===== src/rtl/core/cdad_pkg.sv =====
`default_nettype none

package cdad_pkg;

    // Field widths of one input and one result word.
    localparam int unsigned DAY_W    = 5;
    localparam int unsigned MONTH_W  = 4;
    localparam int unsigned YEAR_W   = 14;
    localparam int unsigned OFFSET_W = 16;

    // Packed widths of the payload buses, padded to whole bytes.
    localparam int unsigned DATE_W    = DAY_W + MONTH_W + YEAR_W;
    localparam int unsigned IN_BITS   = DATE_W + OFFSET_W;
    localparam int unsigned IN_DATA_W = ((IN_BITS + 7) / 8) * 8;
    localparam int unsigned OUT_DATA_W = ((DATE_W + 7) / 8) * 8;
    localparam int unsigned OUT_USER_W = 2;

    // Bit positions inside the result tuser.
    localparam int unsigned USER_VALID_BIT = 0;
    localparam int unsigned USER_ERR_BIT   = 1;

    // Calendar constants.
    localparam logic [YEAR_W-1:0]  YEAR_LIMIT  = 14'd9999;
    localparam logic [YEAR_W-1:0]  YEAR_CYCLE  = 14'd400;
    localparam logic [8:0]         CYCLE_LAST  = 9'd399;
    localparam logic [8:0]         CENTURY_1   = 9'd100;
    localparam logic [8:0]         CENTURY_2   = 9'd200;
    localparam logic [8:0]         CENTURY_3   = 9'd300;
    localparam logic [MONTH_W-1:0] MONTH_JAN   = 4'd1;
    localparam logic [MONTH_W-1:0] MONTH_FEB   = 4'd2;
    localparam logic [MONTH_W-1:0] MONTH_APR   = 4'd4;
    localparam logic [MONTH_W-1:0] MONTH_JUN   = 4'd6;
    localparam logic [MONTH_W-1:0] MONTH_SEP   = 4'd9;
    localparam logic [MONTH_W-1:0] MONTH_NOV   = 4'd11;
    localparam logic [MONTH_W-1:0] MONTH_DEC   = 4'd12;
    localparam logic [DAY_W-1:0]   DAYS_LONG   = 5'd31;
    localparam logic [DAY_W-1:0]   DAYS_SHORT  = 5'd30;
    localparam logic [DAY_W-1:0]   DAYS_FEB    = 5'd28;
    localparam logic [DAY_W-1:0]   DAYS_FEB_LP = 5'd29;

    // Leap year from the year reduced modulo 400.
    function automatic logic is_leap(input logic [8:0] ymod);
        logic century;
        century = (ymod == CENTURY_1) || (ymod == CENTURY_2) || (ymod == CENTURY_3);
        return (ymod[1:0] == 2'b00) && !century;
    endfunction

    function automatic logic [DAY_W-1:0] month_len(input logic [MONTH_W-1:0] month,
                                                   input logic leap);
        logic [DAY_W-1:0] len;
        if (month == MONTH_FEB)
        begin
            len = leap ? DAYS_FEB_LP : DAYS_FEB;
        end
        else if ((month == MONTH_APR) || (month == MONTH_JUN) ||
                 (month == MONTH_SEP) || (month == MONTH_NOV))
        begin
            len = DAYS_SHORT;
        end
        else
        begin
            len = DAYS_LONG;
        end
        return len;
    endfunction

endpackage

`default_nettype wire


===== src/rtl/core/calendar_date_add_days_unit.sv =====
`default_nettype none

// Gregorian date adder. Each input word carries a date and a signed day offset; each
// result word carries the moved date plus two flags. An invalid date (month outside
// 1..12, day 0 or past the end of its month) comes back unchanged with date_valid low.
// A result whose year would leave 0..9999 comes back as the input date with range_error
// set. The offset magnitude is clamped to MAX_OFFSET, so -32768 acts as -32767 by default.
// One word is worked on at a time and s_tready is low while it is in flight. A valid date
// passes through ST_REDUCE, a repeated subtract-400 that reduces the year for the leap
// rule, then ST_CHECK, then ST_FWD or ST_BWD, which walk the month boundaries and end
// with the final partial-month step, then ST_FINISH, the hand-off; an invalid date goes
// from ST_CHECK straight to ST_FINISH. One month boundary is crossed per cycle by the
// single add-compare-subtract unit on the remaining day count. s_tready returns in the
// same cycle as the result word appears. The finished result sits in an output register,
// and the block accepts the next word while it waits there; if that register is still
// full when the next result is done, the hand-off waits for it to drain.
module calendar_date_add_days_unit
    import cdad_pkg::*;
#(
    parameter int unsigned MAX_OFFSET = 32767
)
(
    input  wire logic                  clk,
    input  wire logic                  rst_n,
    input  wire logic                  s_tvalid,
    output logic                       s_tready,
    // s_tdata from bit 0: in_day[4:0], in_month[3:0], in_year[13:0],
    // offset_days[15:0] (signed), one zero pad bit.
    input  wire logic [IN_DATA_W-1:0]  s_tdata,
    output logic                       m_tvalid,
    input  wire logic                  m_tready,
    // m_tdata from bit 0: out_day[4:0], out_month[3:0], out_year[13:0], one zero pad bit.
    output logic [OUT_DATA_W-1:0]      m_tdata,
    // m_tuser from bit 0: date_valid, range_error.
    output logic [OUT_USER_W-1:0]      m_tuser
);

    localparam logic [31:0] MaxOff = 32'(MAX_OFFSET);

    localparam logic [2:0] ST_IDLE   = 3'd0;
    localparam logic [2:0] ST_REDUCE = 3'd1;
    localparam logic [2:0] ST_CHECK  = 3'd2;
    localparam logic [2:0] ST_FWD    = 3'd3;
    localparam logic [2:0] ST_BWD    = 3'd4;
    localparam logic [2:0] ST_FINISH = 3'd5;

    logic [2:0]          state_reg, state_next;
    logic [DATE_W-1:0]   din_reg, din_next;
    logic [OFFSET_W-1:0] off_reg, off_next;
    logic [DAY_W-1:0]    day_reg, day_next;
    logic [MONTH_W-1:0]  month_reg, month_next;
    logic [YEAR_W-1:0]   year_reg, year_next;
    // Holds the year during reduction, then the year modulo 400 in its low bits.
    logic [YEAR_W-1:0]   ymod_reg, ymod_next;
    logic [OFFSET_W-1:0] rem_reg, rem_next;
    logic                res_valid_reg, res_valid_next;
    logic                res_err_reg, res_err_next;
    logic                m_tvalid_reg, m_tvalid_next;
    logic [OUT_DATA_W-1:0] out_data_reg, out_data_next;
    logic [OUT_USER_W-1:0] out_user_reg, out_user_next;

    logic [8:0]          ymod9;
    logic                leap;
    logic [DAY_W-1:0]    cur_len;
    logic [OFFSET_W:0]   fwd_sum;
    logic [OFFSET_W-1:0] off_mag;
    logic [DATE_W-1:0]   work_date;

    assign ymod9   = ymod_reg[8:0];
    assign leap    = is_leap(ymod9);
    assign cur_len = month_len(month_reg, leap);
    assign fwd_sum = {1'b0, rem_reg} + (OFFSET_W + 1)'(day_reg);
    // Two's-complement magnitude; the most negative offset maps to its true magnitude.
    assign off_mag = off_reg[OFFSET_W-1] ? (~off_reg + 1'b1) : off_reg;
    assign work_date = {year_reg, month_reg, day_reg};

    always_comb
    begin
        state_next     = state_reg;
        din_next       = din_reg;
        off_next       = off_reg;
        day_next       = day_reg;
        month_next     = month_reg;
        year_next      = year_reg;
        ymod_next      = ymod_reg;
        rem_next       = rem_reg;
        res_valid_next = res_valid_reg;
        res_err_next   = res_err_reg;
        m_tvalid_next  = m_tvalid_reg;
        out_data_next  = out_data_reg;
        out_user_next  = out_user_reg;

        if (m_tvalid_reg && m_tready)
        begin
            m_tvalid_next = 1'b0;
        end

        case (state_reg)
            ST_IDLE:
            begin
                if (s_tvalid)
                begin
                    din_next   = s_tdata[DATE_W-1:0];
                    off_next   = s_tdata[IN_BITS-1:DATE_W];
                    day_next   = s_tdata[DAY_W-1:0];
                    month_next = s_tdata[DAY_W+MONTH_W-1:DAY_W];
                    year_next  = s_tdata[DATE_W-1:DAY_W+MONTH_W];
                    ymod_next  = s_tdata[DATE_W-1:DAY_W+MONTH_W];
                    state_next = ST_REDUCE;
                end
            end

            ST_REDUCE:
            begin
                if (ymod_reg >= YEAR_CYCLE)
                begin
                    ymod_next = ymod_reg - YEAR_CYCLE;
                end
                else
                begin
                    state_next = ST_CHECK;
                end
            end

            ST_CHECK:
            begin
                res_err_next = 1'b0;
                if ((month_reg < MONTH_JAN) || (month_reg > MONTH_DEC) ||
                    (day_reg == '0) || (day_reg > cur_len))
                begin
                    res_valid_next = 1'b0;
                    state_next     = ST_FINISH;
                end
                else
                begin
                    res_valid_next = 1'b1;
                    if ({16'd0, off_mag} > MaxOff)
                    begin
                        rem_next = MaxOff[OFFSET_W-1:0];
                    end
                    else
                    begin
                        rem_next = off_mag;
                    end
                    state_next = off_reg[OFFSET_W-1] ? ST_BWD : ST_FWD;
                end
            end

            ST_FWD:
            begin
                if (fwd_sum > (OFFSET_W + 1)'(cur_len))
                begin
                    // Step to the first day of the next month.
                    rem_next = OFFSET_W'(fwd_sum - (OFFSET_W + 1)'(cur_len) - 1'b1);
                    day_next = DAY_W'(1);
                    if (month_reg == MONTH_DEC)
                    begin
                        if (year_reg >= YEAR_LIMIT)
                        begin
                            res_err_next = 1'b1;
                            state_next   = ST_FINISH;
                        end
                        month_next = MONTH_JAN;
                        year_next  = year_reg + 1'b1;
                        ymod_next  = (ymod9 == CYCLE_LAST) ? '0 : ymod_reg + 1'b1;
                    end
                    else
                    begin
                        month_next = month_reg + 1'b1;
                    end
                end
                else
                begin
                    day_next     = fwd_sum[DAY_W-1:0];
                    res_err_next = (year_reg > YEAR_LIMIT);
                    state_next   = ST_FINISH;
                end
            end

            ST_BWD:
            begin
                if (rem_reg >= OFFSET_W'(day_reg))
                begin
                    // Step to the last day of the previous month. The year only changes
                    // when that month is December, whose length ignores the leap rule.
                    rem_next = rem_reg - OFFSET_W'(day_reg);
                    if (month_reg == MONTH_JAN)
                    begin
                        if (year_reg == '0)
                        begin
                            res_err_next = 1'b1;
                            state_next   = ST_FINISH;
                        end
                        month_next = MONTH_DEC;
                        year_next  = year_reg - 1'b1;
                        ymod_next  = (ymod9 == '0) ? YEAR_W'(CYCLE_LAST) : ymod_reg - 1'b1;
                        day_next   = DAYS_LONG;
                    end
                    else
                    begin
                        month_next = month_reg - 1'b1;
                        day_next   = month_len(month_reg - 1'b1, leap);
                    end
                end
                else
                begin
                    day_next     = day_reg - rem_reg[DAY_W-1:0];
                    res_err_next = (year_reg > YEAR_LIMIT);
                    state_next   = ST_FINISH;
                end
            end

            ST_FINISH:
            begin
                if (!m_tvalid_reg || m_tready)
                begin
                    m_tvalid_next = 1'b1;
                    if (!res_valid_reg || res_err_reg)
                    begin
                        out_data_next = OUT_DATA_W'(din_reg);
                    end
                    else
                    begin
                        out_data_next = OUT_DATA_W'(work_date);
                    end
                    out_user_next[USER_VALID_BIT] = res_valid_reg;
                    out_user_next[USER_ERR_BIT]   = res_err_reg;
                    state_next = ST_IDLE;
                end
            end

            default:
            begin
                state_next = ST_IDLE;
            end
        endcase
    end

    always_ff @(posedge clk or negedge rst_n)
    begin
        if (!rst_n)
        begin
            state_reg    <= ST_IDLE;
            m_tvalid_reg <= 1'b0;
        end
        else
        begin
            state_reg    <= state_next;
            m_tvalid_reg <= m_tvalid_next;
        end
    end

    always_ff @(posedge clk)
    begin
        din_reg       <= din_next;
        off_reg       <= off_next;
        day_reg       <= day_next;
        month_reg     <= month_next;
        year_reg      <= year_next;
        ymod_reg      <= ymod_next;
        rem_reg       <= rem_next;
        res_valid_reg <= res_valid_next;
        res_err_reg   <= res_err_next;
        out_data_reg  <= out_data_next;
        out_user_reg  <= out_user_next;
    end

    assign s_tready = (state_reg == ST_IDLE);
    assign m_tvalid = m_tvalid_reg;
    assign m_tdata  = out_data_reg;
    assign m_tuser  = out_user_reg;

endmodule

`default_nettype wire


===== config.mk =====
export PLATFORM = sky130hd
export DESIGN_NAME = calendar_date_add_days_unit
export DESIGN_NICKNAME = d
export VERILOG_FILES = /design/src/rtl/core/cdad_pkg.sv /design/src/rtl/core/calendar_date_add_days_unit.sv
export SDC_FILE = /design/constraint.sdc
export NUM_CORES = 1
export LEC_CHECK = 0
export BUFFER_PORTS_ARGS = -buffer_cell sky130_fd_sc_hd__buf_2
export CELL_PAD_IN_SITES_DETAIL_PLACEMENT = 1
export CELL_PAD_IN_SITES_GLOBAL_PLACEMENT = 1
export CORE_ASPECT_RATIO = 0.7
export CORE_MARGIN = 3
export CORE_UTILIZATION = 33
export CTS_BUF_LIST = sky130_fd_sc_hd__clkbuf_2 sky130_fd_sc_hd__clkbuf_4 sky130_fd_sc_hd__clkbuf_8
export DETAILED_ROUTE_END_ITERATION = 12
export MAX_ROUTING_LAYER = met4
export PLACE_DENSITY = 0.7
export SYNTH_ARGS = -nofsm -noshare
export SYNTH_HDL_FRONTEND = slang
export SYNTH_SLANG_ARGS = --single-unit

===== constraint.sdc =====
create_clock -name clk -period 3.61 [get_ports clk]
set_input_delay 0.9025 -clock clk [delete_from_list [all_inputs] [get_ports clk]]
set_output_delay 0.9025 -clock clk [all_outputs]
set_load 0.02 [all_outputs]

==> metrics.md, run 1 <==
| Metric | Value |
|---|---|
| Antenna viol nets, final | `0` |
| Total track usage | `about a fifth` |
| CP endpoint | `rem_reg[8]` |
| GR peak layer | `met1` |
| Drt drc | `0` |
| Final Cycle Share | `97.60%` |
| Die Wd | `199.7 µm` |
| Global-route wire length before repair | `44620 µm` |
| Dpl cell area | `9853 µm²` |
| Crit Path Max Fanout | `5` |
| Drt wl/cell | `20.94 µm` |
| Top-Level Pins | `72` |
| Layout cell share with drive strength beyond 1 | `23.03%` |
| WP data arrival | `~3700 ps` |
| Fraction of registers with async set/reset | `3.252%` |
| Critical path class | `flop to flop` |
| Status | `completed` |
| Final Util | `between 40% and 50%` |
| Slew HR | `40.26%` |
| Unrepaired setup endpoints after global routing | `true` |
| Antenna Cells | `0` |
| GR Overflow Total | `0` |
| Synth Flop Type | `edfxtp_1` |
| MaxCap Viol Count | `0` |
| Avg Cell Area, Syn | `9.565 µm²` |
| CTS clk-pin slew, worst paths | `roughly 80 ps` |
| P per Cell Area | `between 200 and 300 nW/µm²` |
| Worst-Margin Slew | `896.2 ps` |
| Core area | `25220 µm²` |
| Total Power | `approximately 3200 µW` |
| Post-synth EDFFs | `roughly 120` |
| Post-synthesis cell type count | `80` |
| Clock Path Buffers | `2` |
| Clk root buf | `clkbuf_8` |
| Fin. Hold Viols | `0` |
| Via count | `~7600` |
| R2R setup slack | `90 ps` |
| Crit-path most repeated cell | `inv_2` |
| Synthesis Warnings | `0` |
| Synthesized Nets | `between 1000 and 1500` |
| Skew-Pair Late Insertion Delay | `480 ps` |
| Global Route met2 Usage | `29.20%` |
| Mapped Cells | `906` |
| CP Capture Type | `flop` |
| Setup violations, final | `0` |
| CP Cell Sequence | `inv_2 -> ha_4 -> and4b_1 -> a31oi_2 -> o311ai_2 -> buf_4 -> nand2_2 -> nand2_2 -> o21ai_4 -> inv_2 -> ha_4 -> inv_2 -> fa_2 -> a2111oi_4 -> buf_4 -> buf_6 -> nor2b_1 -> xnor2_1 -> o221ai_1` |
| Min Tclk post-route | `3524 ps` |
| CP startpoint | `ymod_reg[5]` |
| Rows | `48` |
| Routability cong. | `between 0.8 and 0.9` |
| Mapped Area | `8666 µm²` |
| H-Tree Depth | `4` |
| Reg-to-Reg Start | `ymod_reg[5]` |
| Final setup skew | `~18 ps` |
| Final wirelength | `approximately 29000 µm` |
| # hold bufs at CTS | `0` |
| Vias in the first global route | `7607` |
| Setup crit start kind | `flop` |
| Worst r2r path cells | `19` |
| Leakage | `0.004025 µW` |
| Clock sink count | `123` |
| Flops & latches, synth | `123` |
| CTS buffer count | `17` |
| Initial Util | `34.36%` |
| Worst r2r dst | `rem_reg[8]` |
| Met1 GRT Util | `31.97%` |
| WHS | `between 200 and 250 ps` |
| Die H | `141.6 µm` |
| CP required | `3820 ps` |
| Slew Limit Fails | `0` |
| Final Instance Area | `10520 µm²` |
| Drt via density | `about 5.6` |
| TritonRoute pass-1 iters | `5` |
| CTS tree | `yes` |
| Die area | `28270 µm²` |
| Crit-path max cell delay | `430 ps` |
| DRT iter0 DRCs | `560` |
| Hold Crit Class | `input pin to asynchronous set/reset pin` |
| Seq/Total Area, Yosys | `42.39%` |
| Port Buffer Count | `69` |
| Detail Placement HPWL | `21200 µm` |
| Fmax | `283.8 MHz` |
| Met3 Usage GRT | `3.845%` |
| Initial antenna violation count | `0` |
| Pin count of the biggest net entering global routing | `40` |
| Fin nets | `1125` |
| CP max stage cell | `edfxtp_1` |
| Maximum vdd ir drop | `0.2846 mV` |
| Area delta synth->final | `21.34%` |
==> layout by cell type, fill, tap and decap left out, types with 7 or more instances in the layout <==
master,n
nand2b_1,12
nand2_1,84
mux2_2,15
nor3_1,28
inv_1,43
nor4_1,7
o211ai_1,12
ha_1,45
a221o_1,9
a21oi_1,65
edfxtp_1,119
o21ai_0,63
nor2_1,70
a22oi_1,8
and2_1,7
buf_2,69
clkbuf_8,17
o22ai_1,8
o21a_1,9
xnor2_1,44
nand4_1,10
buf_4,80
nor2b_1,11
nand3_1,23
xor2_1,19
o221ai_1,9
==> critical path: cells and delay by family, from the launching register on <==
kind / cells / cell delay [ps]
AOI/OAI and AO/OA: 5 / 830
xor gates and xnor gates: 1 / 170
adders and majority gates: 3 / 660
buffers and inverters: 6 / 730
DFF: 1 / 430
and+or+nand+nor: 4 / 430
==> per-layer routing <==
layer	vias to the layer above	routed length [µm]	part of all wire, %
met4	0	285	1.0
li1	3599	-	-
met5	-	0	0
met3	26	1636	5.7
met1	3788	14770	52
met2	217	11940	42
==> kinds of logic after synthesis <==
kind of cell	share of synthesized area, %
flops	42.39
buf+inv	4.519
mux	2.411
compound gates	19.12
fa+ha+maj	7.941
other cells	0.04327
xor+xnor	6.468
simple gates	17.11
==> cell usage after synthesis (3+ instances only) <==
master    count  area [µm²]
fa_1          5       100.1
a21oi_1      66       330.3
or4_1         4       30.03
ha_1         47       588.1
nor2_1       72       270.3
or2_2         3       18.77
a211o_1       3       26.28
a221o_1       9       90.09
nand4_1      10       62.56
buf_2         4       20.02
nand3_1      23       115.1
nor4_1        7       43.79
mux2_2       15       168.9
clkbuf_1     39       146.4
or3_1         5       31.28
inv_1        48       180.2
nand2_1      86       322.8
buf_1         3       11.26
a22oi_1       8       60.06
o31ai_1       5       37.54
o211ai_1     12       90.09
a31oi_1       8       50.05
xnor2_1      44       385.4
o21ai_0      69       345.3
xor2_1       20       175.2
o221ai_1      9       78.83
and2_1        8       50.05
o21a_1        9       67.56
a221oi_1      4       35.03
and3_1        6       37.54
o41ai_1       4       35.03
o21bai_1      5       37.54
o22ai_1       8       50.05
o311ai_0      4       35.03
edfxtp_1    119        3573
nor3_1       28       140.1
dfrtp_1       4       100.1
nand2b_1     12       75.07
and4_1        3       26.28
nor2b_1      11       68.82
a211oi_1      4       30.03
mux2i_1       4       40.04
==> worst min-delay path by stage <==
stage	startpoint	to	slack [ps]
2_1_floorplan	res_err_reg	m_tuser[1]	420
3_3_place_gp	din_reg[0]	m_tdata[0]	500
3_5_place_dp	res_err_reg	m_tuser[1]	510
4_1_cts	rst_n	m_tvalid	200
5_1_grt	rst_n	m_tvalid	200
6_report	rst_n	m_tvalid	220
==> cell type report <==
cell class	instances	area (µm²)
Fill cell	2906	14710
Inverter	49	187.7
Multi-Input combinational cell	685	4746
Sequential cell	123	3674
Clock buffer	18	241.5
Timing Repair Buffer	153	1017
Clock inverter	14	242.7
Tap cell	325	406.6
==> power by group <==
part               switching [µW]  internal, µW  leakage (µW)
sequential     0.0000000000000626          1550       0.00119
clock                         659           903      0.000235
combinational                26.0          16.6       0.00260
total                         685          2470       0.00402
==> stage by stage <==
stage               worst slack (ps)  instances  setup TNS, ps
detailed placement            -133.1       1329         -690.2
floorplan                      71.91        906              0
global route                  -72.10       1367         -306.7
CTS                            8.269       1361              0
global placement              -63.27       1329          -1500
finish                         86.47       1367              0
==> repair_timing <==
| action | CTS | global route |
|---|---|---|
| resized for setup | 4 | 34 |
| buffers inserted | 0 | 6 |
| pin swaps | 1 | 9 |
| setup endpoints to repair | 55 | 70 |
Power figures use the tool's default switching activity.
==> inputs of run 2 (changes only) <==
PLACE_DENSITY = 0.68   (was 0.7)
clock period = 3.3 ns   (was 3.61 ns; I/O delays follow)
==> metrics.md, run 2 (synthesis gave the netlist of run 1 again) <==
| Metric | Value |
|---|---|
| Fin. Hold Viols | `0` |
| Initial antenna violation count | `1` |
| Die Wd | `between 150 and 200 µm` |
| TritonRoute pass-1 iters | `5` |
| Placed cell count | `1346` |
| Final wirelength | `28820 µm` |
| Die area | `between 20000 and 30000 µm²` |
| Rows | `48` |
| Die H | `141.6 µm` |
| Maximum vdd ir drop | `0.4083 mV` |
| Unrepaired setup endpoints after global routing | `true` |
| CP Cell Sequence | `inv_2 -> ha_4 -> and4b_1 -> a31oi_2 -> o311ai_4 -> nand2_2 -> nand2_2 -> o21ai_4 -> buf_6 -> ha_1 -> nor2b_1 -> o21ai_2 -> o41ai_4 -> nor3_4 -> nor2_4 -> o21a_4 -> buf_12` |
| Most frequent cells in the layout | `edfxtp_1 (119), buf_4 (94), nand2_1 (82)` |
| # hold bufs at CTS | `0` |
| Antenna viol nets, final | `0` |
| Initial Util | `34.36%` |
| Layout cell share with drive strength beyond 1 | `27.42%` |
| Pin count of the biggest net entering global routing | `28` |
| H-Tree Depth | `4` |
| CTS buffer count | `17` |
| Area delta synth->final | `24.69%` |
| Crit-path most repeated cell | `nand2_2` |
| Via count | `approximately 7800` |
| CTS clk-pin slew, worst paths | `90 ps` |
| Antenna Cells | `0` |
| Failing checks | `setup timing` |
| MaxCap Viol Count | `0` |
| CTS tree | `yes` |
| Setup crit start kind | `flop` |
| WP buf/inv | `3` |
| WP data arrival | `approximately 3500 ps` |
| Slew HR | `between 20% and 30%` |
| Final Instance Area | `10810 µm²` |
| Leakage | `0.004159 µW` |
| Leading cell type in the layout, fill and taps excluded | `edfxtp_1` |
| Crit-path max cell delay | `430 ps` |
| Setup TNS | `-2357 ps` |
| Setup violations, final | `52` |
| Total track usage | `21.03%` |
| P per Cell Area | `282.4 nW/µm²` |
| Fin nets | `1148` |
| Skew-Pair Late Insertion Delay | `470 ps` |
| Dpl cell area | `between 10000 and 15000 µm²` |
| Clk root buf | `clkbuf_8` |
| Hold Crit Class | `input pin to asynchronous set/reset pin` |
| Detail Placement HPWL | `between 20000 and 25000 µm` |
| Drt wl/cell | `20.73 µm` |
| Final cell count without fillers | `1390` |
| Crit Path Max Fanout | `5` |
| Critical path class | `flop to flop` |
| CP top delay family | `compound AO/OA/AOI/OAI gates` |
| Final WS setup | `-62.64 ps` |
| CP max stage cell | `edfxtp_1` |
| Final setup skew | `25.06 ps` |
| Final Cycle Share | `101.9%` |
| Drt drc | `0` |
| Worst-Margin Slew | `roughly 1200 ps` |
| DRT iter0 DRCs | `685` |
| GR Overflow Total | `0` |
| CP Capture Type | `flop` |
| Vias in the first global route | `7886` |
| Clock Path Buffers | `2` |
| Drt via density | `5.578` |
| Status | `finished, violations left` |
| Slew Limit Fails | `0` |
| Fmax | `about 300 MHz` |
| Routability cong. | `roughly 0.9` |
| Min Tclk post-route | `between 3000 and 4000 ps` |
| Port Buffer Count | `~70` |
| Final Util | `42.84%` |
| Clock sink count | `about 120` |
| Top-Level Pins | `72` |
| Core area | `25220 µm²` |
| CP required | `between 3000 and 4000 ps` |
| Global-route wire length before repair | `44860 µm` |
[run 2: cell type report]
class / instances / area [µm²]
multi-input cells: 685 / 4931
fillers: 2887 / 14420
repair buffers: 176 / 1240
well taps: 325 / 406.6
clock buffers: 18 / 241.5
flip-flops and latches: 123 / 3674
inverters: 49 / 190.2
clock inverters: 14 / 122.6
[run 2: path summary, 6_finish.rpt]
kind                       cells after the start      endpoint        start  slack, ps
min                                            1      m_tvalid        rst_n        150
min in group clk                               0    m_tuser[1]  res_err_reg        540
min reg2reg                                    0    m_tuser[1]  res_err_reg        540
max reg2reg                                   17   ymod_reg[4]  ymod_reg[5]        -60
max                                           17   ymod_reg[4]  ymod_reg[5]        -60
max in group asynchronous                      1  state_reg[2]        rst_n       3010
[run 2: per-layer routing]
layer / share of wire [%] / global-route usage (%) / wire length (µm) / vias to the layer above
li1: - / - / - / 3636
met4: 0.77 / 3.560 / 223 / 0
met3: 5.9 / 3.916 / 1696 / 28
met5: 0 / - / 0 / -
met1: 51 / 31.91 / 14730 / 3882
met2: 42 / 29.45 / 12170 / 208
[run 2: repair_timing]
action,CTS,global route
cloned,1,0
endpoints found under the hold margin,0,0
endpoints found under the setup margin,70,69
setup buffers,1,13
pin swaps,16,18
gates resized for setup,37,32
[run 2: power by group]
group	switching [µW]	internal [µW]	total (µW)
Clock	709	602	1310
Sequential	0.0000000000000582	1690	1690
Combinational	30.5	18.3	48.8
Total	740	2310	3050
[run 2: metrics by stage]
step                hold slack [ps]  power (µW)  setup slack [ps]
finish                        153.0        3052            -62.64
global route                  125.9        3152            -215.0
global placement              507.2        1774            -175.0
CTS                           125.1        3089            -27.48
detailed placement            516.9        1775            -338.9
floorplan                     416.8        1730            -6.263
